File: config.mk
export PLATFORM = sky130hd
export DESIGN_NAME = fraction_decimal_expansion_top
export DESIGN_NICKNAME = d
export VERILOG_FILES = /design/src/fde_pkg.sv /design/src/fde_divider.sv /design/src/fde_ctrl.sv /design/src/fraction_decimal_expansion_top.sv
export SDC_FILE = /design/constraint.sdc
export NUM_CORES = 1
export LEC_CHECK = 0
export ABC_AREA = 1
export ABC_CLOCK_PERIOD_IN_PS = 10400
export BUFFER_PORTS_ARGS = -buffer_cell sky130_fd_sc_hd__clkbuf_2
export CORE_ASPECT_RATIO = 0.7
export CORE_MARGIN = 8
export CORE_UTILIZATION = 25
export DETAILED_ROUTE_END_ITERATION = 6
export GPL_ROUTABILITY_DRIVEN = 0
export HOLD_SLACK_MARGIN = 0.08
export PLACE_DENSITY = 0.43
export SLEW_MARGIN = 10
export SYNTH_ARGS = -nofsm -noshare
export SYNTH_HDL_FRONTEND = slang
export SYNTH_HIERARCHICAL = 1
export SYNTH_SLANG_ARGS = --single-unit
File: constraint.sdc
create_clock -name i_clk -period 10.4 [get_ports i_clk]
set_clock_uncertainty 0.1 [all_clocks]
set_input_delay 2.08 -clock i_clk [delete_from_list [all_inputs] [get_ports i_clk]]
set_output_delay 2.08 -clock i_clk [all_outputs]
set_load 0.03 [all_outputs]
File: src/fde_pkg.sv
// ----------------------------------------------------------------------------
// fde_pkg: shared definitions for the fraction decimal expansion block
// Operand widths, digit limits, controller states and divider request types.
// ----------------------------------------------------------------------------
package fde_pkg;

    localparam int OPERAND_BITS        = 31;
    localparam int MAX_FRACTION_DIGITS = 63;

    // Width of the fraction digit count and of the divider step counter.
    localparam int DIGITS_W = $clog2(MAX_FRACTION_DIGITS + 1);
    localparam int CNT_W    = $clog2(OPERAND_BITS + 1);

    // A remainder times ten needs four more bits than the remainder.
    localparam int REM10_W     = OPERAND_BITS + 4;
    // A decimal digit is at most nine, so four quotient bits suffice.
    localparam int DIGIT_STEPS = 4;

    localparam int IN_FIELDS_W  = 2 * OPERAND_BITS + DIGITS_W;
    localparam int IN_TDATA_W   = ((IN_FIELDS_W + 7) / 8) * 8;
    localparam int OUT_TDATA_W  = ((OPERAND_BITS + 7) / 8) * 8;
    localparam int OUT_TUSER_W  = 2;

    // Bit positions in the output tuser.
    localparam int TUSER_INT_BIT = 0;
    localparam int TUSER_ERR_BIT = 1;

    typedef enum logic [1:0] {
        ST_IDLE,
        ST_DIV,
        ST_PUT
    } t_state;

    typedef struct packed {
        logic                    start;
        logic [OPERAND_BITS-1:0] rem_init;
        logic [OPERAND_BITS-1:0] dividend;
        logic [CNT_W-1:0]        steps;
        logic [OPERAND_BITS-1:0] divisor;
    } t_div_req;

    typedef struct packed {
        logic                    busy;
        logic                    done;
        logic [OPERAND_BITS-1:0] quot;
        logic [OPERAND_BITS-1:0] rem;
    } t_div_resp;

endpackage

File: src/fde_divider.sv
// ----------------------------------------------------------------------------
// fde_divider: bit-serial restoring divider
// Shifts one dividend bit into the partial remainder per cycle and develops
// one quotient bit per cycle. The partial remainder must start below the
// divisor; the step count sets how many dividend bits are consumed.
// ----------------------------------------------------------------------------
module fde_divider (
    input  logic                 i_clk,
    input  logic                 i_rst_n,
    input  fde_pkg::t_div_req    i_req,
    output fde_pkg::t_div_resp   o_resp
);

    localparam int W = fde_pkg::OPERAND_BITS;

    logic                     r_busy;
    logic                     r_done;
    logic [fde_pkg::CNT_W-1:0] r_cnt;
    logic [W-1:0]             r_p;
    logic [W-1:0]             r_dvd;
    logic [W-1:0]             r_q;
    logic [W-1:0]             r_div;

    logic [W:0]               w_trial;
    logic [W:0]               w_diff;
    logic                     w_ge;
    logic [W-1:0]             w_next_p;

    assign w_trial  = {r_p, r_dvd[W-1]};
    assign w_diff   = w_trial - {1'b0, r_div};
    assign w_ge     = (w_trial >= {1'b0, r_div});
    assign w_next_p = w_ge ? w_diff[W-1:0] : w_trial[W-1:0];

    always_ff @(posedge i_clk) begin
        if (!i_rst_n) begin
            r_busy <= 1'b0;
            r_done <= 1'b0;
        end else begin
            r_done <= 1'b0;
            if (i_req.start) begin
                r_busy <= 1'b1;
            end else if (r_busy && (r_cnt == fde_pkg::CNT_W'(1))) begin
                r_busy <= 1'b0;
                r_done <= 1'b1;
            end
        end
    end

    always_ff @(posedge i_clk) begin
        if (i_req.start) begin
            r_p   <= i_req.rem_init;
            r_dvd <= i_req.dividend;
            r_q   <= '0;
            r_div <= i_req.divisor;
            r_cnt <= i_req.steps;
        end else if (r_busy) begin
            r_p   <= w_next_p;
            r_dvd <= {r_dvd[W-2:0], 1'b0};
            r_q   <= {r_q[W-2:0], w_ge};
            r_cnt <= r_cnt - fde_pkg::CNT_W'(1);
        end
    end

    assign o_resp.busy = r_busy;
    assign o_resp.done = r_done;
    assign o_resp.quot = r_q;
    assign o_resp.rem  = r_p;

endmodule

File: src/fde_ctrl.sv
// ----------------------------------------------------------------------------
// fde_ctrl: request sequencer and result register
// Takes a request, drives the shared divider for the integer part and then
// once per fraction digit, and hands each result to the output register.
// ----------------------------------------------------------------------------
module fde_ctrl (
    input  logic                                 i_clk,
    input  logic                                 i_rst_n,
    input  logic                                 i_s_tvalid,
    output logic                                 o_s_tready,
    input  logic [fde_pkg::IN_TDATA_W-1:0]       i_s_tdata,
    output logic                                 o_m_tvalid,
    input  logic                                 i_m_tready,
    output logic [fde_pkg::OUT_TDATA_W-1:0]      o_m_tdata,
    output logic                                 o_m_tlast,
    output logic [fde_pkg::OUT_TUSER_W-1:0]      o_m_tuser,
    output fde_pkg::t_div_req                    o_div_req,
    input  fde_pkg::t_div_resp                   i_div_resp
);

    localparam int W  = fde_pkg::OPERAND_BITS;
    localparam int DW = fde_pkg::DIGITS_W;
    localparam int RW = fde_pkg::REM10_W;

    fde_pkg::t_state r_state, n_state;

    logic [W-1:0]  r_den, n_den;
    logic [DW-1:0] r_left, n_left;
    logic          r_is_int, n_is_int;
    logic [RW-1:0] r_rem10, n_rem10;

    logic [W-1:0]  r_pend_digit, n_pend_digit;
    logic          r_pend_int, n_pend_int;
    logic          r_pend_last, n_pend_last;
    logic          r_pend_err, n_pend_err;

    logic          r_out_valid, n_out_valid;
    logic [W-1:0]  r_out_digit, n_out_digit;
    logic          r_out_int, n_out_int;
    logic          r_out_last, n_out_last;
    logic          r_out_err, n_out_err;

    logic [W-1:0]  w_num;
    logic [W-1:0]  w_den;
    logic [DW-1:0] w_want;
    logic [DW-1:0] w_want_sat;
    logic          w_accept;
    logic          w_slot_free;
    logic [RW-1:0] w_rem10;
    logic          w_cand_last;

    assign w_num  = i_s_tdata[W-1:0];
    assign w_den  = i_s_tdata[2*W-1:W];
    assign w_want = i_s_tdata[2*W+DW-1:2*W];
    assign w_want_sat = (w_want > DW'(fde_pkg::MAX_FRACTION_DIGITS)) ?
                        DW'(fde_pkg::MAX_FRACTION_DIGITS) : w_want;

    assign o_s_tready  = (r_state == fde_pkg::ST_IDLE);
    assign w_accept    = i_s_tvalid && o_s_tready;
    assign w_slot_free = !r_out_valid || i_m_tready;

    // Next long-division dividend: the divider's remainder times ten.
    assign w_rem10 = (RW'(i_div_resp.rem) << 3) + (RW'(i_div_resp.rem) << 1);
    assign w_cand_last = (r_left == '0);

    always_comb begin
        n_state      = r_state;
        n_den        = r_den;
        n_left       = r_left;
        n_is_int     = r_is_int;
        n_rem10      = r_rem10;
        n_pend_digit = r_pend_digit;
        n_pend_int   = r_pend_int;
        n_pend_last  = r_pend_last;
        n_pend_err   = r_pend_err;
        n_out_valid  = r_out_valid && !i_m_tready;
        n_out_digit  = r_out_digit;
        n_out_int    = r_out_int;
        n_out_last   = r_out_last;
        n_out_err    = r_out_err;

        o_div_req.start    = 1'b0;
        o_div_req.rem_init = r_rem10[RW-1:fde_pkg::DIGIT_STEPS];
        o_div_req.dividend = {r_rem10[fde_pkg::DIGIT_STEPS-1:0],
                              {(W-fde_pkg::DIGIT_STEPS){1'b0}}};
        o_div_req.steps    = fde_pkg::CNT_W'(fde_pkg::DIGIT_STEPS);
        o_div_req.divisor  = r_den;

        unique case (r_state)
            fde_pkg::ST_IDLE: begin
                if (w_accept) begin
                    n_den  = w_den;
                    n_left = w_want_sat;
                    if (w_den == '0) begin
                        n_pend_digit = '0;
                        n_pend_int   = 1'b0;
                        n_pend_last  = 1'b1;
                        n_pend_err   = 1'b1;
                        n_state      = fde_pkg::ST_PUT;
                    end else begin
                        o_div_req.start    = 1'b1;
                        o_div_req.rem_init = '0;
                        o_div_req.dividend = w_num;
                        o_div_req.steps    = fde_pkg::CNT_W'(W);
                        o_div_req.divisor  = w_den;
                        n_is_int           = 1'b1;
                        n_state            = fde_pkg::ST_DIV;
                    end
                end
            end
            fde_pkg::ST_DIV: begin
                if (i_div_resp.done) begin
                    if (w_slot_free) begin
                        n_out_valid = 1'b1;
                        n_out_digit = i_div_resp.quot;
                        n_out_int   = r_is_int;
                        n_out_last  = w_cand_last;
                        n_out_err   = 1'b0;
                        if (w_cand_last) begin
                            n_state = fde_pkg::ST_IDLE;
                        end else begin
                            // Launch the next digit straight from the remainder.
                            o_div_req.start    = 1'b1;
                            o_div_req.rem_init = w_rem10[RW-1:fde_pkg::DIGIT_STEPS];
                            o_div_req.dividend = {w_rem10[fde_pkg::DIGIT_STEPS-1:0],
                                                  {(W-fde_pkg::DIGIT_STEPS){1'b0}}};
                            n_left   = r_left - DW'(1);
                            n_is_int = 1'b0;
                        end
                    end else begin
                        n_pend_digit = i_div_resp.quot;
                        n_pend_int   = r_is_int;
                        n_pend_last  = w_cand_last;
                        n_pend_err   = 1'b0;
                        n_rem10      = w_rem10;
                        n_state      = fde_pkg::ST_PUT;
                    end
                end
            end
            fde_pkg::ST_PUT: begin
                if (w_slot_free) begin
                    n_out_valid = 1'b1;
                    n_out_digit = r_pend_digit;
                    n_out_int   = r_pend_int;
                    n_out_last  = r_pend_last;
                    n_out_err   = r_pend_err;
                    if (r_pend_last) begin
                        n_state = fde_pkg::ST_IDLE;
                    end else begin
                        o_div_req.start = 1'b1;
                        n_left          = r_left - DW'(1);
                        n_is_int        = 1'b0;
                        n_state         = fde_pkg::ST_DIV;
                    end
                end
            end
            default: begin
                n_state = fde_pkg::ST_IDLE;
            end
        endcase
    end

    always_ff @(posedge i_clk) begin
        if (!i_rst_n) begin
            r_state     <= fde_pkg::ST_IDLE;
            r_out_valid <= 1'b0;
        end else begin
            r_state     <= n_state;
            r_out_valid <= n_out_valid;
        end
    end

    always_ff @(posedge i_clk) begin
        r_den        <= n_den;
        r_left       <= n_left;
        r_is_int     <= n_is_int;
        r_rem10      <= n_rem10;
        r_pend_digit <= n_pend_digit;
        r_pend_int   <= n_pend_int;
        r_pend_last  <= n_pend_last;
        r_pend_err   <= n_pend_err;
        r_out_digit  <= n_out_digit;
        r_out_int    <= n_out_int;
        r_out_last   <= n_out_last;
        r_out_err    <= n_out_err;
    end

    assign o_m_tvalid = r_out_valid;
    assign o_m_tdata  = fde_pkg::OUT_TDATA_W'(r_out_digit);
    assign o_m_tlast  = r_out_last;
    assign o_m_tuser  = {r_out_err, r_out_int};

endmodule

File: src/fraction_decimal_expansion_top.sv
// ----------------------------------------------------------------------------
// fraction_decimal_expansion_top: decimal expansion of a fraction
// Long division of numerator by denominator on a shared bit-serial divider.
// ----------------------------------------------------------------------------
// Usage:
// The slave stream takes one request: numerator, denominator and the number
// of fraction digits. The master stream returns the integer part first
// (tuser bit 0 set), then one decimal digit per item; tlast marks the final
// item of a request. A zero denominator returns a single item with tuser
// bit 1 set, data zero and tlast set.
// The divider retires one quotient bit per cycle, one per dividend bit that
// it consumes: all 31 operand bits for the integer part, which then moves to
// the output register, and four bits for each fraction digit. A new request
// is taken only once the last item of the previous one sits in the output
// register.
// If the receiver stalls, one finished item waits in the output register and
// a second in a holding register; the divider then pauses until room frees.
// A synchronous active-low reset returns the sequencer to idle and empties
// the output register.
// ----------------------------------------------------------------------------
module fraction_decimal_expansion_top (
    input  logic                                i_clk,
    input  logic                                i_rst_n,
    input  logic                                i_s_tvalid,
    output logic                                o_s_tready,
    // Fields from bit 0: numerator_value, denominator_value, fraction_digits.
    input  logic [fde_pkg::IN_TDATA_W-1:0]      i_s_tdata,
    output logic                                o_m_tvalid,
    input  logic                                i_m_tready,
    // Fields from bit 0: digit_value.
    output logic [fde_pkg::OUT_TDATA_W-1:0]     o_m_tdata,
    output logic                                o_m_tlast,
    // Fields from bit 0: is_integer_part, divide_error.
    output logic [fde_pkg::OUT_TUSER_W-1:0]     o_m_tuser
);

    fde_pkg::t_div_req  w_div_req;
    fde_pkg::t_div_resp w_div_resp;

    fde_ctrl u_ctrl (
        .i_clk      (i_clk),
        .i_rst_n    (i_rst_n),
        .i_s_tvalid (i_s_tvalid),
        .o_s_tready (o_s_tready),
        .i_s_tdata  (i_s_tdata),
        .o_m_tvalid (o_m_tvalid),
        .i_m_tready (i_m_tready),
        .o_m_tdata  (o_m_tdata),
        .o_m_tlast  (o_m_tlast),
        .o_m_tuser  (o_m_tuser),
        .o_div_req  (w_div_req),
        .i_div_resp (w_div_resp)
    );

    fde_divider u_divider (
        .i_clk   (i_clk),
        .i_rst_n (i_rst_n),
        .i_req   (w_div_req),
        .o_resp  (w_div_resp)
    );

`ifndef SYNTH
    // A request is never taken while the divider is still working.
    a_accept_div_idle: assert property (@(posedge i_clk) disable iff (!i_rst_n)
        (i_s_tvalid && o_s_tready) |-> !w_div_resp.busy)
        else $error("request accepted while divider busy");

    // Fraction digits are decimal.
    a_digit_range: assert property (@(posedge i_clk) disable iff (!i_rst_n)
        (o_m_tvalid && !o_m_tuser[fde_pkg::TUSER_INT_BIT]) |->
        (o_m_tdata < fde_pkg::OUT_TDATA_W'(10)))
        else $error("fraction digit out of range");

    // An error item is zero, final and not an integer part.
    a_error_item: assert property (@(posedge i_clk) disable iff (!i_rst_n)
        (o_m_tvalid && o_m_tuser[fde_pkg::TUSER_ERR_BIT]) |->
        (o_m_tlast && (o_m_tdata == '0) && !o_m_tuser[fde_pkg::TUSER_INT_BIT]))
        else $error("malformed divide error item");

    // The divider is never restarted in the middle of a division.
    a_no_restart: assert property (@(posedge i_clk) disable iff (!i_rst_n)
        w_div_req.start |-> !w_div_resp.busy)
        else $error("divider restarted while busy");
`endif

endmodule

==> impl_metrics.yaml <==
outcome:
  run_status: "completed"
global_route:
  grt_overflow_total: 0
  grt_use_total_pct: 11.5
  grt_pass1_vias: 13100
  grt_pass1_wl_um: 71300
  grt_max_degree: 86
  antenna_found_initial: 0
worst_setup_path:
  r2r-end: "u_divider/r_p[22]"
  path_max_fanout: 63
  setup.worst_path.class: "in2reg"
  crit_family: "simple AND/OR/NAND/NOR gates"
  crit_buf_inv: 5
  r2r_slack_ns: 5.91
  cp_num_cells: 12
  critPathMaxStageDelay_ns: 0.87
  rr_startpoint: "u_ctrl/r_state[1]"
  crit_chain: "clkbuf_2 -> nor4_1 -> nand3_1 -> nor2_2 -> nor2_2 -> buf_4 -> clkinv_2 -> a31oi_4 -> inv_2 -> buf_4 -> nand2_1 -> o22ai_1"
  reg2reg_depth: 10
  slowest_stage: "nand2_1"
  required_ns: 10.77
  start_kind: "input port"
  worstSetupEndpointType: "flop"
  worstPathArrival_ns: 5.85
detailed_routing:
  drt-total-wl_um: 45500
  met2_length_um: 18600
  route.met3.wl_um: 1730
  wl_met1_um: 24400
  vias_per_cell: 4.26
  drc: 0
  first_pass_iters: 5
  wl_per_cell_um: 14.2
  dr_total_vias: 13600
  ant_nets: 0
  drt_iter0_markers: 728
  highest_layer: "met4"
layout:
  layout.area.seq_sq_um: 7870
  diodes: 0
  layout-drive-gt1-share_pct: 9.19
  areaGrowthSynthToFinish_pct: 14.2
  fin_cells: 3199
  nets: 2429
  multi_input_area_sq_um: 7140
  fill_cells: 7241
  post-route-util_pct: 28.9
floorplanning:
  die-area_sq_um: 75900
  ios: 113
  rows: 79
  die_y_um: 233
  die_w_um: 326
  core_sq_um: 66500
  start_util_pct: 25.3
power_and_ir_drop:
  p_leak_nw: 9.28
  irDropWorstVdd_v: 0.000145
  p_per_area_nw_per_um2: 316
sta:
  fin_setup_tns_ns: 0
  worst_pin_slew_ns: 1.19
  rsz0062_at_grt: "no"
  maxSlewHeadroom_pct: 20.2
  setup_viol: 0
  setup_slack_ns: 4.92
  whs_ns: 0.392
  period_needed_ns: 5.48
  max_freq_mhz: 183
  final_max_slew_viol_count: 0
  period_share_pct: 52.7
  hold_viol_final: 0
clock_tree:
  cts_buffer_depth: 3
  hold_buffers: 0
  cts_buffers: 30
  cts_setup_buffers: 0
  cts_tree: "built"
  cts_sinks: 274
  cts.clk_slew.worst_paths_ns: 0.06
  h-tree-depth: 1
  clock-root-buffer: "clkbuf_16"
  clkLatencyLatePin_ns: 0.59
  cts_resized: 0
placement:
  dp_hpwl_um: 34200
  dp_slack_ns: 4.26
  port-buffer-count: 107
  dp_cells: 3143
min_path:
  whs_endpoint: "u_divider/r_q[30]"
  hold_start: "u_divider/r_q[30]"
  holdPathStages: 2
  hold_class: "reg2reg"
job:
  maxCapViolCount: 0
synth:
  syn-cell-area_sq_um: 16800
  yosys_warnings: 6
  syn_inst: 2199
  syn_nets: 2344
  avgSynthCellArea_sq_um: 7.65
[worst reg2reg max path, cell delays in order (launching register included)]
cell and delay (ns):
dfxtp_1 0.34, inv_1 0.08, ha_1 0.17, inv_1 0.10, nor2_1 0.19, nand2_1 0.13, nor2_4 0.65, inv_1 0.22
a31oi_4 0.72, or2_4 0.89, buf_4 0.56
[registers in the layout (all words and copies together), names as in the netlist, 2 cells and up]
register / flops
u_ctrl/r_den: 31
u_ctrl/r_left: 6
u_ctrl/r_out_digit: 31
u_ctrl/r_pend_digit: 31
u_ctrl/r_rem10: 34
u_ctrl/r_state: 2
u_divider/r_cnt: 5
u_divider/r_div: 31
u_divider/r_dvd: 31
u_divider/r_p: 31
u_divider/r_q: 31
[where the power goes]
part	switching [mW]	internal [mW]	leakage (nW)
sequential	0.204	1.62	2.59
combinational	2.13	1.02	6.19
clock	0.465	0.620	0.496
[metal layers]
layer / global-route usage (%) / vias up
li1: - / 7079
met1: 17.6 / 6304
met2: 17.2 / 219
met3: 1.66 / 39
met4: 2.30 / 0
met5: 0 / -
[layout make-up]
class	count	area share, %
Sequential cell	274	41.0
Multi-Input combinational cell	1473	37.2
Inverter	385	7.54
Tap cell	891	5.81
Clock buffer	33	4.08
Timing Repair Buffer	120	3.30
Clock inverter	23	1.08
[placed cells by master, fill, tap and decap left out, types with 3 or more instances in the layout]
master	n
a21oi_1	52
a22oi_1	4
and2_1	17
buf_4	13
bufinv_16	3
clkbuf_16	31
clkbuf_2	107
clkinv_1	7
clkinv_2	10
clkinv_4	3
dfxtp_1	36
edfxtp_1	238
ha_1	67
inv_1	380
inv_6	3
nand2_1	864
nand2_2	7
nand3_1	97
nand3_2	10
nand3b_1	31
nand4_1	18
nor2_1	133
nor2_2	8
nor2_4	3
nor3_1	11
nor4_1	3
o21ai_0	56
o21bai_1	4
o22ai_1	30
xnor2_1	17
xor2_1	17
[how the worst max path moves through the flow]
stage,startpoint,endpoint,slack [ns]
2_1_floorplan,i_s_tdata[37],u_divider/r_cnt[0],2.73
3_3_place_gp,i_m_tready,u_divider/r_p[30],4.27
3_5_place_dp,i_m_tready,u_divider/r_p[29],4.26
4_1_cts,i_s_tdata[39],u_divider/r_q[10],4.89
5_1_grt,i_s_tdata[39],u_divider/r_q[9],4.52
6_report,i_s_tdata[39],u_divider/r_q[10],4.92
[through the flow]
stage                     cell area [sq um]  power, mW
after floorplan                       16800       4.14
after global routing                  19200       6.60
after global placement                18200       4.96
final                                 19200       6.06
after CTS                             19200       6.11
after detailed placement              18200       4.98
No activity file was read; power rests on OpenSTA's default activity.
